[src/rtl/mtrd_pkg.sv]
package mtrd_pkg;

   // Default number of entries in the record queue between front and back.
   localparam int QUEUE_DEPTH_DEFAULT = 4;

   // Configuration space: a single register at byte address zero.
   localparam int CSR_ADDR_W = 1;
   localparam logic [CSR_ADDR_W-1:0] CSR_TRACE_FORMAT = 1'b0;

   // Record type codes taken from header bits 6:4.
   localparam logic [2:0] TYPE_CODE = 3'd3;
   localparam logic [2:0] TYPE_COMP = 3'd4;

   // Trace format that allows compressed code records.
   localparam logic [1:0] FORMAT_COMP = 2'd2;

   localparam logic [1:0] CMD_READ = 2'd0;

   typedef enum logic [2:0] {
      PH_HEADER,
      PH_VIRT0,
      PH_VIRT1,
      PH_VIRT2,
      PH_VIRT3,
      PH_PHYS0,
      PH_PHYS1,
      PH_PHYS2
   } phase_type;

   typedef enum logic [1:0] {
      REC_END,
      REC_TRUNC,
      REC_FULL,
      REC_COMP
   } rec_kind_type;

   typedef enum logic [2:0] {
      ST_OK,
      ST_END,
      ST_FORMAT,
      ST_CORRUPT,
      ST_TRUNC,
      ST_UNKNOWN
   } status_type;

   // One parsed record as it travels from the front end to the back end.
   typedef struct packed {
      rec_kind_type kind;
      logic [7:0]   header;
      logic [31:0]  virt;
      logic [35:0]  phys;
   } rec_type;

   typedef struct packed {
      logic    valid;
      rec_type rec;
   } queue_push_type;

endpackage

[src/rtl/mtrd_req_if.sv]
interface mtrd_req_if;
   logic       valid;
   logic       ready;
   logic [7:0] data_byte;
   logic       end_of_trace;

   modport source (output valid, output data_byte, output end_of_trace, input ready);
   modport sink (input valid, input data_byte, input end_of_trace, output ready);
endinterface

[src/rtl/mtrd_rsp_if.sv]
interface mtrd_rsp_if;
   logic        valid;
   logic        ready;
   logic [31:0] virt_addr;
   logic [35:0] phys_addr;
   logic [4:0]  access_size;
   logic [1:0]  command;
   logic        instr_fetch;
   logic [2:0]  status;

   modport source (output valid, output virt_addr, output phys_addr, output access_size,
                   output command, output instr_fetch, output status, input ready);
   modport sink (input valid, input virt_addr, input phys_addr, input access_size,
                 input command, input instr_fetch, input status, output ready);
endinterface

[src/rtl/memory_trace_record_decoder.sv]
// Channel   Dir  Handshake     Payload
// req_chan  in   valid/ready   data_byte[7:0], end_of_trace
// rsp_chan  out  valid/ready   virt_addr, phys_addr, access_size, command, instr_fetch, status
// APB       in   psel/penable  paddr, pwdata, prdata (trace_format at byte address 0)
//
// One trace byte is taken per clock while the record queue has room.
// A result is offered on rsp_chan after the last byte of its record has been written into the
// queue and the back end has resolved the record at the queue head and loaded the output register.
// Reset is synchronous and active high; it clears control state and needs no clearing pass.
// A stalled result holds in the output register while the queue keeps taking bytes as long as it has room.
module memory_trace_record_decoder
   import mtrd_pkg::*;
#(
   parameter int QUEUE_DEPTH = QUEUE_DEPTH_DEFAULT
)
(
   input  logic                  clock,
   input  logic                  reset,
   mtrd_req_if.sink              req_chan,
   mtrd_rsp_if.source            rsp_chan,
   input  logic                  psel,
   input  logic                  penable,
   input  logic                  pwrite,
   input  logic [CSR_ADDR_W-1:0] paddr,
   input  logic [31:0]           pwdata,
   output logic [31:0]           prdata,
   output logic                  pready
);

   // Trace format register. Only the value that allows compressed code
   // records matters to the decoder; all other values behave alike.
   logic [1:0]     trace_format_ff, trace_format_in;
   logic           csr_write;

   queue_push_type push;
   rec_type        head;
   logic           q_empty;
   logic           q_full;
   logic           pop;

   assign pready    = 1'b1;
   assign csr_write = psel && penable && pwrite && pready;

   always_comb begin
      trace_format_in = trace_format_ff;
      if (csr_write && (paddr == CSR_TRACE_FORMAT)) begin
         trace_format_in = pwdata[1:0];
      end
   end

   always_ff @(posedge clock) begin
      if (reset) begin
         trace_format_ff <= '0;
      end else begin
         trace_format_ff <= trace_format_in;
      end
   end

   assign prdata = (paddr == CSR_TRACE_FORMAT) ? {30'd0, trace_format_ff} : '0;

   // The front end walks the byte stream and hands complete records,
   // compressed headers and end-of-trace markers to the queue.
   mtrd_front u_front (
      .clock    (clock),
      .reset    (reset),
      .req_chan (req_chan),
      .q_full   (q_full),
      .push     (push)
   );

   mtrd_queue #(
      .DEPTH (QUEUE_DEPTH)
   ) u_queue (
      .clock (clock),
      .reset (reset),
      .push  (push),
      .pop   (pop),
      .head  (head),
      .empty (q_empty),
      .full  (q_full)
   );

   // The back end owns the running code addresses, so records are resolved
   // strictly in stream order, one per cycle when the output can take it.
   mtrd_back u_back (
      .clock        (clock),
      .reset        (reset),
      .head         (head),
      .empty        (q_empty),
      .trace_format (trace_format_ff),
      .pop          (pop),
      .rsp_chan     (rsp_chan)
   );

endmodule

[src/rtl/mtrd_front.sv]
module mtrd_front
   import mtrd_pkg::*;
(
   input  logic           clock,
   input  logic           reset,
   mtrd_req_if.sink       req_chan,
   input  logic           q_full,
   output queue_push_type push
);

   phase_type   phase_ff, phase_in;
   logic [7:0]  header_ff, header_in;
   logic [31:0] virt_ff, virt_in;
   logic [35:0] phys_ff, phys_in;
   logic        accept;
   logic [7:0]  b;

   assign req_chan.ready = !q_full;
   assign accept = req_chan.valid && req_chan.ready;
   assign b = req_chan.data_byte;

   // Next parse phase.
   always_comb begin
      phase_in = phase_ff;
      if (accept) begin
         if (req_chan.end_of_trace) begin
            phase_in = PH_HEADER;
         end else begin
            unique case (phase_ff)
               PH_HEADER: phase_in = (b[6:4] == TYPE_COMP) ? PH_HEADER : PH_VIRT0;
               PH_VIRT0:  phase_in = PH_VIRT1;
               PH_VIRT1:  phase_in = PH_VIRT2;
               PH_VIRT2:  phase_in = PH_VIRT3;
               PH_VIRT3:  phase_in = header_ff[7] ? PH_PHYS0 : PH_HEADER;
               PH_PHYS0:  phase_in = PH_PHYS1;
               PH_PHYS1:  phase_in = PH_PHYS2;
               PH_PHYS2:  phase_in = PH_HEADER;
               default:   phase_in = PH_HEADER;
            endcase
         end
      end
   end

   // Field assembly: the header byte is latched and each address byte lands in its slot of the address accumulators.
   always_comb begin
      header_in = header_ff;
      virt_in   = virt_ff;
      phys_in   = phys_ff;
      if (accept && !req_chan.end_of_trace) begin
         unique case (phase_ff)
            PH_HEADER: begin
               header_in = b;
               virt_in   = '0;
               phys_in   = '0;
            end
            PH_VIRT0: virt_in[7:0]   = b;
            PH_VIRT1: virt_in[15:8]  = b;
            PH_VIRT2: virt_in[23:16] = b;
            PH_VIRT3: begin
               virt_in[31:24] = b;
               phys_in = {24'd0, virt_ff[11:0]};
            end
            PH_PHYS0: begin
               phys_in[15:12] = b[7:4];
               phys_in[35:32] = b[3:0];
            end
            PH_PHYS1: phys_in[23:16] = b;
            PH_PHYS2: phys_in[31:24] = b;
            default: ;
         endcase
      end
   end

   // Record hand-off to the queue.
   always_comb begin
      push.valid      = 1'b0;
      push.rec.kind   = REC_FULL;
      push.rec.header = (phase_ff == PH_HEADER) ? b : header_ff;
      push.rec.virt   = virt_in;
      push.rec.phys   = phys_in;
      if (accept) begin
         if (req_chan.end_of_trace) begin
            push.valid    = 1'b1;
            push.rec.kind = (phase_ff == PH_HEADER) ? REC_END : REC_TRUNC;
         end else begin
            unique case (phase_ff)
               PH_HEADER: begin
                  push.valid    = (b[6:4] == TYPE_COMP);
                  push.rec.kind = REC_COMP;
               end
               PH_VIRT3: push.valid = !header_ff[7];
               PH_PHYS2: push.valid = 1'b1;
               default:  push.valid = 1'b0;
            endcase
         end
      end
   end

   always_ff @(posedge clock) begin
      if (reset) begin
         phase_ff <= PH_HEADER;
      end else begin
         phase_ff <= phase_in;
      end
   end

   always_ff @(posedge clock) begin
      header_ff <= header_in;
      virt_ff   <= virt_in;
      phys_ff   <= phys_in;
   end

endmodule

[src/rtl/mtrd_queue.sv]
module mtrd_queue
   import mtrd_pkg::*;
#(
   parameter int DEPTH = QUEUE_DEPTH_DEFAULT
)
(
   input  logic           clock,
   input  logic           reset,
   input  queue_push_type push,
   input  logic           pop,
   output rec_type        head,
   output logic           empty,
   output logic           full
);

   localparam int PTR_W = (DEPTH > 1) ? $clog2(DEPTH) : 1;
   localparam int CNT_W = $clog2(DEPTH + 1);

   rec_type            mem_ff [DEPTH];
   logic [PTR_W-1:0]   wr_ptr_ff, wr_ptr_in;
   logic [PTR_W-1:0]   rd_ptr_ff, rd_ptr_in;
   logic [CNT_W-1:0]   count_ff, count_in;
   logic               do_push, do_pop;

   assign full    = (count_ff == CNT_W'(DEPTH));
   assign empty   = (count_ff == '0);
   assign do_push = push.valid && !full;
   assign do_pop  = pop && !empty;
   assign head    = mem_ff[rd_ptr_ff];

   always_comb begin
      wr_ptr_in = wr_ptr_ff;
      rd_ptr_in = rd_ptr_ff;
      count_in  = count_ff;
      if (do_push) begin
         wr_ptr_in = (wr_ptr_ff == PTR_W'(DEPTH - 1)) ? '0 : wr_ptr_ff + 1'b1;
      end
      if (do_pop) begin
         rd_ptr_in = (rd_ptr_ff == PTR_W'(DEPTH - 1)) ? '0 : rd_ptr_ff + 1'b1;
      end
      if (do_push && !do_pop) begin
         count_in = count_ff + 1'b1;
      end else if (do_pop && !do_push) begin
         count_in = count_ff - 1'b1;
      end
   end

   always_ff @(posedge clock) begin
      if (reset) begin
         wr_ptr_ff <= '0;
         rd_ptr_ff <= '0;
         count_ff  <= '0;
      end else begin
         wr_ptr_ff <= wr_ptr_in;
         rd_ptr_ff <= rd_ptr_in;
         count_ff  <= count_in;
      end
   end

   always_ff @(posedge clock) begin
      if (do_push) begin
         mem_ff[wr_ptr_ff] <= push.rec;
      end
   end

endmodule

[src/rtl/mtrd_back.sv]
module mtrd_back
   import mtrd_pkg::*;
(
   input  logic        clock,
   input  logic        reset,
   input  rec_type     head,
   input  logic        empty,
   input  logic [1:0]  trace_format,
   output logic        pop,
   mtrd_rsp_if.source  rsp_chan
);

   // True when an access starting at this page offset reaches or runs past the page end.
   function automatic logic crosses(logic [11:0] offset, logic [4:0] size);
      logic [12:0] sum;
      sum = {1'b0, offset} + {8'd0, size};
      return sum[12];
   endfunction

   logic [31:0] code_virt_next_ff, code_virt_next_in;
   logic        code_virt_ok_ff, code_virt_ok_in;
   logic [35:0] code_phys_next_ff, code_phys_next_in;
   logic        code_phys_ok_ff, code_phys_ok_in;

   logic        rsp_valid_ff, rsp_valid_in;
   logic [31:0] rsp_virt_ff;
   logic [35:0] rsp_phys_ff;
   logic [4:0]  rsp_size_ff;
   logic [1:0]  rsp_command_ff;
   logic        rsp_inst_ff;
   status_type  rsp_status_ff;

   logic        res_valid;
   logic [31:0] res_virt;
   logic [35:0] res_phys;
   logic [4:0]  res_size;
   logic [1:0]  res_command;
   logic        res_inst;
   status_type  res_status;

   logic [2:0]  rtype;
   logic        has_phys;
   logic [4:0]  size;
   logic        out_free;

   assign rtype    = head.header[6:4];
   assign has_phys = head.header[7];
   assign size     = {1'b0, head.header[3:0]} + 5'd1;
   assign out_free = !rsp_valid_ff || rsp_chan.ready;
   assign pop      = !empty && (!res_valid || out_free);

   always_comb begin
      res_valid         = 1'b0;
      res_virt          = '0;
      res_phys          = '0;
      res_size          = '0;
      res_command       = CMD_READ;
      res_inst          = 1'b0;
      res_status        = ST_OK;
      code_virt_next_in = code_virt_next_ff;
      code_virt_ok_in   = code_virt_ok_ff;
      code_phys_next_in = code_phys_next_ff;
      code_phys_ok_in   = code_phys_ok_ff;
      unique case (head.kind)
         REC_END: begin
            res_valid  = 1'b1;
            res_status = ST_END;
         end
         REC_TRUNC: begin
            res_valid  = 1'b1;
            res_status = ST_TRUNC;
         end
         REC_FULL: begin
            if (rtype > TYPE_CODE) begin
               res_valid  = 1'b1;
               res_status = ST_UNKNOWN;
            end else begin
               if (rtype == TYPE_CODE) begin
                  code_virt_next_in = head.virt + 32'(size);
                  code_virt_ok_in   = 1'b1;
                  if (has_phys && !crosses(head.phys[11:0], size)) begin
                     code_phys_next_in = head.phys + 36'(size);
                     code_phys_ok_in   = 1'b1;
                  end else begin
                     code_phys_ok_in = 1'b0;
                  end
               end
               if (has_phys) begin
                  res_valid   = 1'b1;
                  res_virt    = head.virt;
                  res_phys    = head.phys;
                  res_size    = size;
                  res_command = (rtype == TYPE_CODE) ? CMD_READ : rtype[1:0];
                  res_inst    = (rtype == TYPE_CODE);
               end
            end
         end
         REC_COMP: begin
            if (trace_format != FORMAT_COMP) begin
               res_valid  = 1'b1;
               res_status = ST_FORMAT;
            end else if (!code_virt_ok_ff || (has_phys && !code_phys_ok_ff)) begin
               res_valid  = 1'b1;
               res_status = ST_CORRUPT;
            end else begin
               code_virt_next_in = code_virt_next_ff + 32'(size);
               if (!has_phys) begin
                  code_phys_ok_in = 1'b0;
               end else begin
                  res_valid = 1'b1;
                  res_virt  = code_virt_next_ff;
                  res_phys  = code_phys_next_ff;
                  res_size  = size;
                  if (crosses(code_phys_next_ff[11:0], size)) begin
                     code_phys_ok_in = 1'b0;
                  end else begin
                     code_phys_next_in = code_phys_next_ff + 36'(size);
                  end
               end
            end
         end
         default: ;
      endcase
   end

   always_comb begin
      rsp_valid_in = rsp_valid_ff;
      if (pop && res_valid) begin
         rsp_valid_in = 1'b1;
      end else if (rsp_chan.ready) begin
         rsp_valid_in = 1'b0;
      end
   end

   always_ff @(posedge clock) begin
      if (reset) begin
         code_virt_ok_ff <= 1'b0;
         code_phys_ok_ff <= 1'b0;
         rsp_valid_ff    <= 1'b0;
      end else begin
         if (pop) begin
            code_virt_ok_ff <= code_virt_ok_in;
            code_phys_ok_ff <= code_phys_ok_in;
         end
         rsp_valid_ff <= rsp_valid_in;
      end
   end

   always_ff @(posedge clock) begin
      if (pop) begin
         code_virt_next_ff <= code_virt_next_in;
         code_phys_next_ff <= code_phys_next_in;
      end
      if (pop && res_valid) begin
         rsp_virt_ff    <= res_virt;
         rsp_phys_ff    <= res_phys;
         rsp_size_ff    <= res_size;
         rsp_command_ff <= res_command;
         rsp_inst_ff    <= res_inst;
         rsp_status_ff  <= res_status;
      end
   end

   assign rsp_chan.valid       = rsp_valid_ff;
   assign rsp_chan.virt_addr   = rsp_virt_ff;
   assign rsp_chan.phys_addr   = rsp_phys_ff;
   assign rsp_chan.access_size = rsp_size_ff;
   assign rsp_chan.command     = rsp_command_ff;
   assign rsp_chan.instr_fetch = rsp_inst_ff;
   assign rsp_chan.status      = rsp_status_ff;

endmodule
[src/flat_wrapper.sv]
// flat-port wrapper written by rule: the top's interface ports become plain ports
module memory_trace_record_decoder_flat import mtrd_pkg::*;
#(
   parameter int QUEUE_DEPTH = QUEUE_DEPTH_DEFAULT
)
  (clock, reset, psel, penable, pwrite, paddr, pwdata, prdata, pready, req_chan_valid, req_chan_data_byte, req_chan_end_of_trace, req_chan_ready, rsp_chan_valid, rsp_chan_virt_addr, rsp_chan_phys_addr, rsp_chan_access_size, rsp_chan_command, rsp_chan_instr_fetch, rsp_chan_status, rsp_chan_ready);
  mtrd_req_if req_chan_i ();
  mtrd_rsp_if rsp_chan_i ();
  input  logic clock;
  input  logic reset;
  input  logic psel;
  input  logic penable;
  input  logic pwrite;
  input  logic [CSR_ADDR_W-1:0] paddr;
  input  logic [31:0] pwdata;
  output logic [31:0] prdata;
  output logic pready;
  input wire logic [$bits(req_chan_i.valid)-1:0] req_chan_valid;
  input wire logic [$bits(req_chan_i.data_byte)-1:0] req_chan_data_byte;
  input wire logic [$bits(req_chan_i.end_of_trace)-1:0] req_chan_end_of_trace;
  output wire logic [$bits(req_chan_i.ready)-1:0] req_chan_ready;
  output wire logic [$bits(rsp_chan_i.valid)-1:0] rsp_chan_valid;
  output wire logic [$bits(rsp_chan_i.virt_addr)-1:0] rsp_chan_virt_addr;
  output wire logic [$bits(rsp_chan_i.phys_addr)-1:0] rsp_chan_phys_addr;
  output wire logic [$bits(rsp_chan_i.access_size)-1:0] rsp_chan_access_size;
  output wire logic [$bits(rsp_chan_i.command)-1:0] rsp_chan_command;
  output wire logic [$bits(rsp_chan_i.instr_fetch)-1:0] rsp_chan_instr_fetch;
  output wire logic [$bits(rsp_chan_i.status)-1:0] rsp_chan_status;
  input wire logic [$bits(rsp_chan_i.ready)-1:0] rsp_chan_ready;
  assign req_chan_i.valid = req_chan_valid;
  assign req_chan_i.data_byte = req_chan_data_byte;
  assign req_chan_i.end_of_trace = req_chan_end_of_trace;
  assign req_chan_ready = req_chan_i.ready;
  assign rsp_chan_valid = rsp_chan_i.valid;
  assign rsp_chan_virt_addr = rsp_chan_i.virt_addr;
  assign rsp_chan_phys_addr = rsp_chan_i.phys_addr;
  assign rsp_chan_access_size = rsp_chan_i.access_size;
  assign rsp_chan_command = rsp_chan_i.command;
  assign rsp_chan_instr_fetch = rsp_chan_i.instr_fetch;
  assign rsp_chan_status = rsp_chan_i.status;
  assign rsp_chan_i.ready = rsp_chan_ready;
  memory_trace_record_decoder #(.QUEUE_DEPTH(QUEUE_DEPTH)) u_core (.clock(clock), .reset(reset), .req_chan(req_chan_i), .rsp_chan(rsp_chan_i), .psel(psel), .penable(penable), .pwrite(pwrite), .paddr(paddr), .pwdata(pwdata), .prdata(prdata), .pready(pready));
endmodule
[config.mk]
export PLATFORM = sky130hd
export DESIGN_NAME = memory_trace_record_decoder_flat
export DESIGN_NICKNAME = d
export VERILOG_FILES = /design/src/rtl/mtrd_pkg.sv /design/src/rtl/mtrd_req_if.sv /design/src/rtl/mtrd_rsp_if.sv /design/src/rtl/memory_trace_record_decoder.sv /design/src/rtl/mtrd_front.sv /design/src/rtl/mtrd_queue.sv /design/src/rtl/mtrd_back.sv /design/src/flat_wrapper.sv
export SDC_FILE = /design/constraint.sdc
export NUM_CORES = 1
export LEC_CHECK = 0
export BUFFER_PORTS_ARGS = -buffer_cell sky130_fd_sc_hd__buf_2
export CORE_UTILIZATION = 27
export DETAILED_ROUTE_END_ITERATION = 16
export HOLD_SLACK_MARGIN = 0.12
export PLACE_DENSITY = 0.41
export RECOVER_POWER = 100
export SYNTH_ARGS = -nofsm -noshare
export SYNTH_HDL_FRONTEND = slang
export SYNTH_SLANG_ARGS = --single-unit
export TNS_END_PERCENT = 5
[constraint.sdc]
create_clock -name clock -period 6.6 [get_ports clock]
set_input_delay 0.33 -clock clock [delete_from_list [all_inputs] [get_ports clock]]
set_output_delay 0.33 -clock clock [all_outputs]
set_load 0.005 [all_outputs]
==> results of run 1 <==
-- layer usage --
metal / vias up / routed length [um] / global-route usage [%]
met1: 6866 / 30410 / 20.37
li1: 6112 / - / -
met3: 71 / 2812 / 2.169
met4: 0 / 1203 / 4.381
met2: 335 / 28430 / 21.68
met5: - / 0 / 0
-- sequential cells by signal, summed over array words and instances (netlist names), 5 cells and up, named ones only --
name,flops
u_core.u_back.rsp_chan.access_size,5
u_core.u_front.header_ff,8
u_core.u_back.rsp_chan.phys_addr,36
u_core.u_front.phys_ff,36
u_core.u_queue.mem_ff,312
u_core.u_back.rsp_chan.virt_addr,32
u_core.u_front.virt_ff,32
u_core.u_back.code_virt_next_ff,32
u_core.u_back.code_phys_next_ff,36
-- worst max path at each step --
stage,start,endpoint,slack (ns)
2_1_floorplan,flop,u_core.u_back.code_phys_next_ff[0]$_DFFE_PP_,0.83
3_3_place_gp,flop,u_core.u_back.code_phys_next_ff[0]$_DFFE_PP_,1.90
3_5_place_dp,flop,u_core.u_back.code_phys_next_ff[1]$_DFFE_PP_,1.94
4_1_cts,flop,u_core.u_back.code_phys_next_ff[1]$_DFFE_PP_,1.94
5_1_grt,flop,u_core.u_back.code_phys_next_ff[0]$_DFFE_PP_,0.93
6_report,flop,u_core.u_back.code_phys_next_ff[1]$_DFFE_PP_,1.29
-- cell type report --
cell class,instances,share of cell area [%]
clock inverters,30,1.399
flip-flops and latches,552,57.47
diodes,1,0.009144
repair buffers,138,2.501
multi-input cells,878,26.14
inverters,18,0.2469
clock buffers,92,7.000
well taps,1144,5.230
-- cell families (layout without fill, tap and decap cells) --
logic type	count (synthesis)	after routing	share of synthesized area, %
DFF	552	552	66.85
and+or+nand+nor	366	366	7.723
AOI/OAI and AO/OA	234	234	7.569
muxes	145	145	10.38
buffers and inverters	129	278	3.122
xor gates and xnor gates	76	76	2.862
adders and majority gates	26	26	1.468
other	2	32	0.03193
-- report_power, final --
part	internal, mW	switching (mW)	leakage [nW]
Sequential	4.61	0.269	5.24
Combinational	1.51	2.65	3.03
Clock	2.38	1.46	1.12
-- cells in the final DEF, fill, tap and decap left out, types with 4 or more instances in the layout --
cell       netlist  layout
xnor2_1         41      41
nor2_1          46      43
bufinv_16        0       9
nor2b_1         16      16
buf_4           41      15
ha_1            22      22
o21a_1           5       5
mux2_1           0       8
xor2_1          34      34
clkinv_1         0       7
or3_1            9       9
and3_1          13      13
nand3_1         35      36
o211ai_1         6       6
buf_2            8      53
o2111ai_1        4       5
a21oi_1         27      27
edfxtp_1       467     467
nor4_1           7       8
clkbuf_2         0       7
mux4_2          78      78
dfxtp_1         85      84
mux2i_1         56      56
clkbuf_8         0       6
clkbuf_1        48      71
nor3_1          12      13
clkinv_2         0       9
a22o_1         100     100
o21ai_1          4       4
conb_1           2      31
a31oi_1          4       4
nand2b_1         7       7
clkbuf_16        0      71
inv_1           17      17
o21ai_0         51      52
and2_0           1       5
nand2_1        169     169
nor3b_1          3       4
nand4_1         14      14
-- timing repair --
| item | CTS | global route |
|---|---|---|
| setup buffers | 0 | 0 |
| endpoints found under the hold margin | 6 | 0 |
| hold buffers | 3 | 0 |
-- critical path, cell delays in order (launching register included) --
cell and delay [ns]:
dfxtp_1 1.02, buf_4 0.56, mux4_2 0.64, ha_1 0.30, a31o_1 0.19, maj3_1 0.35, or3_1 0.36, a41o_1 0.30
a21oi_4 0.73, clkbuf_1 0.47
==> out/results.ini, run 1 <==
[logic_synthesis]
synth.distinct_cells = 81
ys_seq_elements = 552
synth_top_cell_by_area = edfxtp_1
syn_avg_cell_area_um2 = 15.38
synth.area.top_cells = edfxtp_1, mux4_2, dfxtp_1
async_reset_ff_share_pct = 0
syn_inst = 1530
synthFlopType = edfxtp_1
ys_seq_area_share_pct = 66.85
synth_warnings = 0
synth_edf_count = 467
yosysMostFrequentCell = edfxtp_1
yosys-top-cells-count = edfxtp_1, nand2_1, a22o_1
syn_area_um2 = 23520
netlist.area_leader.share_pct = 59.61

[floorplan]
num_rows = 107
ios = 163
die-width_um = 297.2
start_util_pct = 27.45
dieArea_um2 = 88310
coreArea_um2 = 85680
die_height_um = 297.2

[setup_path]
worstPathMaxFanout = 24
r2r_slack_ns = 1.29
critPathCaptureType = flop
r2r-end = u_core.u_back.code_phys_next_ff[1]$_DFFE_PP_
r2r_cells = 9
cp-start-kind = flop
path_class = flop to flop
arrival_ns = 5.54
worstPathRequired_ns = 6.84

[placement]
dp_slack_ns = 1.942
globalplace.congestion = 0.7619
dpl.cell_count = 2727
port_buffers = 101
dpl.hpwl_um = 40210
dpl_cell_area_um2 = 25230

[global_routing]
track_usage_pct = 14.11
antenna_found_initial = 1
overflow = 0
grt_pass1_vias = 13520
grt_pass1_wl_um = 92540
grt_max_degree = 63

[hold_path]
hold-path-endpoint = u_core.u_queue.count_ff[0]$_SDFFE_PP0P_
hold_start = reset
hp-class = input pin to flop
whs_path_depth = 2

[outcome]
violations = capacitance limit, slew limit
status = finished, violations left

[layout]
final_nets = 1729
ff_latch_area_um2 = 15730
finalCoreUtilization_pct = 31.94
area_growth_pct = 16.34
drive_gt1_share_pct = 16.74
fill_cells = 8487
multi_input_area_um2 = 7154
instances_no_fill = 2853
final_area_um2 = 27370

[timing]
setup_viol = 0
fin_crit_ns = 5.305
max_freq_ghz = 0.1885
tns_ns = 0
rsz0062_at_grt = false
fin_skew_ns = 0.03458
slew_headroom_pct = -21.55
worst_slew_pin_slew_ns = 1.823
slew_violations = 41
whs_ns = 0.1731
setup_slack_ns = 1.295
period_share_pct = 80.39
final_hold_viol_count = 0

[clocking]
root_buffer = clkbuf_16
cts_buffers = 67
h-tree-depth = 3
cts_tree = done
cts.sinks = 552
cts.path.max_buffers = 3
clk_latency_ns = 0.61
cts_resized = 0
clkTransAtPathRegs_ns = 0.06

[route]
drt_iter0_drc = 757
vias = 13380
drt-wirelength-per-cell_um = 22.03
drc = 0
vias_per_cell = 4.691
dr.pass1.iters = 5
totalWireLength_um = 62850
antenna_left = 0

[pwr]
ir_drop_mv = 0.2119
design_power_total_mw = 12.89
cellPowerDensity_nw_per_um2 = 470.9
p_leak_nw = 9.390

[run]
maxCapViolations = 1

(Power assumes the default switching activity.)
==> run 2, diff against run 1 <==
- PLACE_DENSITY: 0.41 -> 0.42
- clock period: 6.6 -> 4.3 ns (I/O delays scaled with it)
==> run 2 against run 1 <==
The flow still finishes with violations (capacitance limit, slew limit). Die area is the same. Routed wire length shrank 0.78%. Combinational power grew 59%. Sequential power grew 53%. Via count shrank 0.18%. Clock skew grew 0.00070 ns. Critical endpoint is now u_core.u_queue.count_ff[2]$_SDFFE_PP0P_. Count of clock-buffer cells in the layout grew 9.
==> out/results.ini, run 2 (synthesis results as in run 1) <==
[outcome]
status = finished, violations left  ; unchanged
violations = capacitance limit, slew limit  ; unchanged

[global_routing]
grt_pass1_vias = 13710  ; was 13520
grt_pass1_wl_um = 92660  ; was 92540 um
overflow = 0  ; unchanged
antenna_found_initial = 0  ; was 1
track_usage_pct = 14.10  ; was 14.11%
grt_max_degree = 68  ; was 63

[clocking]
clk_latency_ns = 0.61  ; about the same
cts.path.max_buffers = 3  ; unchanged
cts.sinks = 552  ; unchanged
root_buffer = clkbuf_16  ; unchanged
cts_tree = done  ; unchanged
cts_buffers = 66  ; was 67
h-tree-depth = 3  ; unchanged
postCtsSetupBuffers = 0  ; unchanged
clkTransAtPathRegs_ns = 0.06  ; about the same

[layout]
fill_cells = 8416  ; was 8487
final_nets = 1755  ; was 1729
instances_no_fill = 2879  ; was 2853
diodes = 0  ; was 1
final_area_um2 = 27610  ; was 27370 um2
final_cell_mix = edfxtp_1, nand2_1, a22o_1  ; unchanged
ff_latch_area_um2 = 15730  ; about the same
area_growth_pct = 17.37  ; was 16.34%
drive_gt1_share_pct = 17.29  ; was 16.74%
final_common_cell = edfxtp_1  ; unchanged
largest_reg_flops = 312  ; unchanged
largest_register = u_core.u_queue.mem_ff  ; unchanged
multi_input_area_um2 = 7148  ; was 7154 um2

[pwr]
switching_power_mw = 6.766  ; was 4.380 mW
design_power_total_mw = 19.69  ; was 12.89 mW
cellPowerDensity_nw_per_um2 = 713.3  ; was 470.9 nW/um2
p_int_mw = 12.93  ; was 8.506 mW
share_seq_of_total_power_pct = 37.9  ; about the same
switching_share_pct = 34.36  ; was 33.99%
p_clk_share_pct = 28.5  ; was 29.8%
ir_drop_mv = 0.2807  ; was 0.2119 mV
p_leak_nw = 9.482  ; was 9.390 nW
combPwrFrac_pct = 33.6  ; was 32.3%

[setup_path]
worstPathRequired_ns = 4.84  ; was 6.84 ns
worstPathMaxFanout = 18  ; was 24
path_class = flop to flop  ; unchanged
r2r_slack_ns = 0.25  ; was 1.29 ns
crit_path_frequent_cell = a21oi_1
critPathBufInv = 2  ; unchanged
arrival_ns = 4.59  ; was 5.54 ns
cp-start-kind = flop  ; unchanged
crit_chain = mux4_2 -> and2_4 -> buf_4 -> nand2_1 -> a21oi_1 -> o21ai_0 -> ha_1 -> inv_1 -> fa_1 -> xor2_1 -> or3_1 -> a21oi_1  ; was buf_4 -> mux4_2 -> ha_1 -> a31o_1 -> maj3_1 -> or3_1 -> a41o_1 -> a21oi_4 -> clkbuf_1
r2r_cells = 12  ; was 9
slowest_stage = o21ai_0  ; was dfxtp_1
critPathCaptureType = flop  ; unchanged
r2r-end = u_core.u_queue.count_ff[2]$_SDFFE_PP0P_  ; was u_core.u_back.code_phys_next_ff[1]$_DFFE_PP_
cp_slowest_stage_delay_ns = 0.72  ; was 1.02 ns
crit_family = compound AO/OA/AOI/OAI gates  ; unchanged

[timing]
fin_crit_ns = 4.052  ; was 5.305 ns
worst_slew_pin_slew_ns = 1.555  ; was 1.823 ns
whs_ns = 0.1286  ; was 0.1731 ns
final_hold_viol_count = 0  ; unchanged
max_freq_ghz = 0.2468  ; was 0.1885 GHz
slew_violations = 17  ; was 41
period_share_pct = 94.23  ; was 80.39%
rsz0062_at_grt = false  ; unchanged
fin_skew_ns = 0.03528  ; was 0.03458 ns
setup_viol = 0  ; unchanged
slew_headroom_pct = -4.066  ; was -21.55%

[hold_path]
hold_start = req_chan_end_of_trace  ; was reset
hp-class = input pin to flop  ; unchanged
whs_path_depth = 2  ; unchanged
hold-path-endpoint = u_core.u_queue.mem_ff[1][77]$_DFFE_PP_  ; was u_core.u_queue.count_ff[0]$_SDFFE_PP0P_

[floorplan]
start_util_pct = 27.45  ; unchanged
dieArea_um2 = 88310  ; unchanged
ios = 163  ; unchanged
die_height_um = 297.2  ; unchanged
coreArea_um2 = 85680  ; unchanged
die-width_um = 297.2  ; unchanged
num_rows = 107  ; unchanged

[route]
antenna_left = 0  ; unchanged
drc = 0  ; unchanged
vias = 13360  ; was 13380
drt-wirelength-per-cell_um = 21.66  ; was 22.03 um
drt_iter0_drc = 758  ; was 757
vias_per_cell = 4.641  ; was 4.691
dr.pass1.iters = 5  ; unchanged
totalWireLength_um = 62360  ; was 62850 um

[placement]
dpl.cell_count = 2748  ; was 2727
port_buffers = 101  ; unchanged
globalplace.congestion = 0.8330  ; was 0.7619
dpl.hpwl_um = 40660  ; was 40210 um
dpl_cell_area_um2 = 25570  ; was 25230 um2

[run]
maxCapViolations = 1  ; unchanged

run 2: power groups by stage:
stage               clock network, mW  logic (mW)  registers [mW]
floorplan                           0        4.54            7.49
global placement                    0        6.87            7.55
detailed placement                  0        6.90            7.57
CTS                              5.80        6.93            7.48
global route                     5.99        7.22            7.57
finish                           5.62        6.61            7.47
run 2: timing repair:
action                                  CTS  global route
hold buffers                              9             0
hold endpoints to repair                 19             0
resized for setup                         0             0
endpoints found under the setup margin    0             0
run 2: layer usage:
metal | routed length, um | part of all wire [%] | GRT usage, %
met2 | 28370 | 45 | 22.09
met4 | 1274 | 2.0 | 4.136
met3 | 2415 | 3.9 | 2.352
met1 | 30300 | 49 | 19.97
met5 | 0 | 0 | 0
run 2: stage by stage:
step,worst slack [ns],utilization [%],TNS [ns]
2_1_floorplan,-0.08583,-,-1.728
3_3_place_gp,0.3766,29.85,0
3_5_place_dp,0.3325,29.85,0
4_1_cts,0.3244,32.52,0
5_1_grt,0.04180,32.22,0
6_report,0.2483,32.22,0
run 2: layout make-up:
class,instances,share of cell area (%)
repair buffers,165,3.734
flip-flops and latches,552,56.98
clock inverters,21,0.9516
inverters,18,0.2447
well taps,1144,5.184
clock buffers,101,7.015
multi-input cells,878,25.89
run 2: worst max-delay path by stage:
stage	start	endpoint	depth (start not counted)	slack (ns)
floorplan	flop	u_core.u_back.code_virt_next_ff[26]$_DFFE_PP_	21	-0.09
global placement	flop	u_core.u_back.code_phys_next_ff[27]$_DFFE_PP_	9	0.38
detailed placement	flop	u_core.u_back.code_phys_next_ff[27]$_DFFE_PP_	9	0.33
CTS	flop	u_core.u_back.code_phys_next_ff[27]$_DFFE_PP_	9	0.32
global route	flop	u_core.u_back.rsp_chan.phys_addr[21]$_DFFE_PP_	9	0.04
finish	flop	u_core.u_queue.count_ff[2]$_SDFFE_PP0P_	12	0.25
run 2: worst reg2reg max path, stage by stage (launching register included):
cell and delay [ns]:
dfxtp_4 0.53, mux4_2 0.67, and2_4 0.27, buf_4 0.23, nand2_1 0.10, a21oi_1 0.07
o21ai_0 0.72, ha_1 0.33, inv_1 0.06, fa_1 0.37, xor2_1 0.17, or3_1 0.31
a21oi_1 0.14
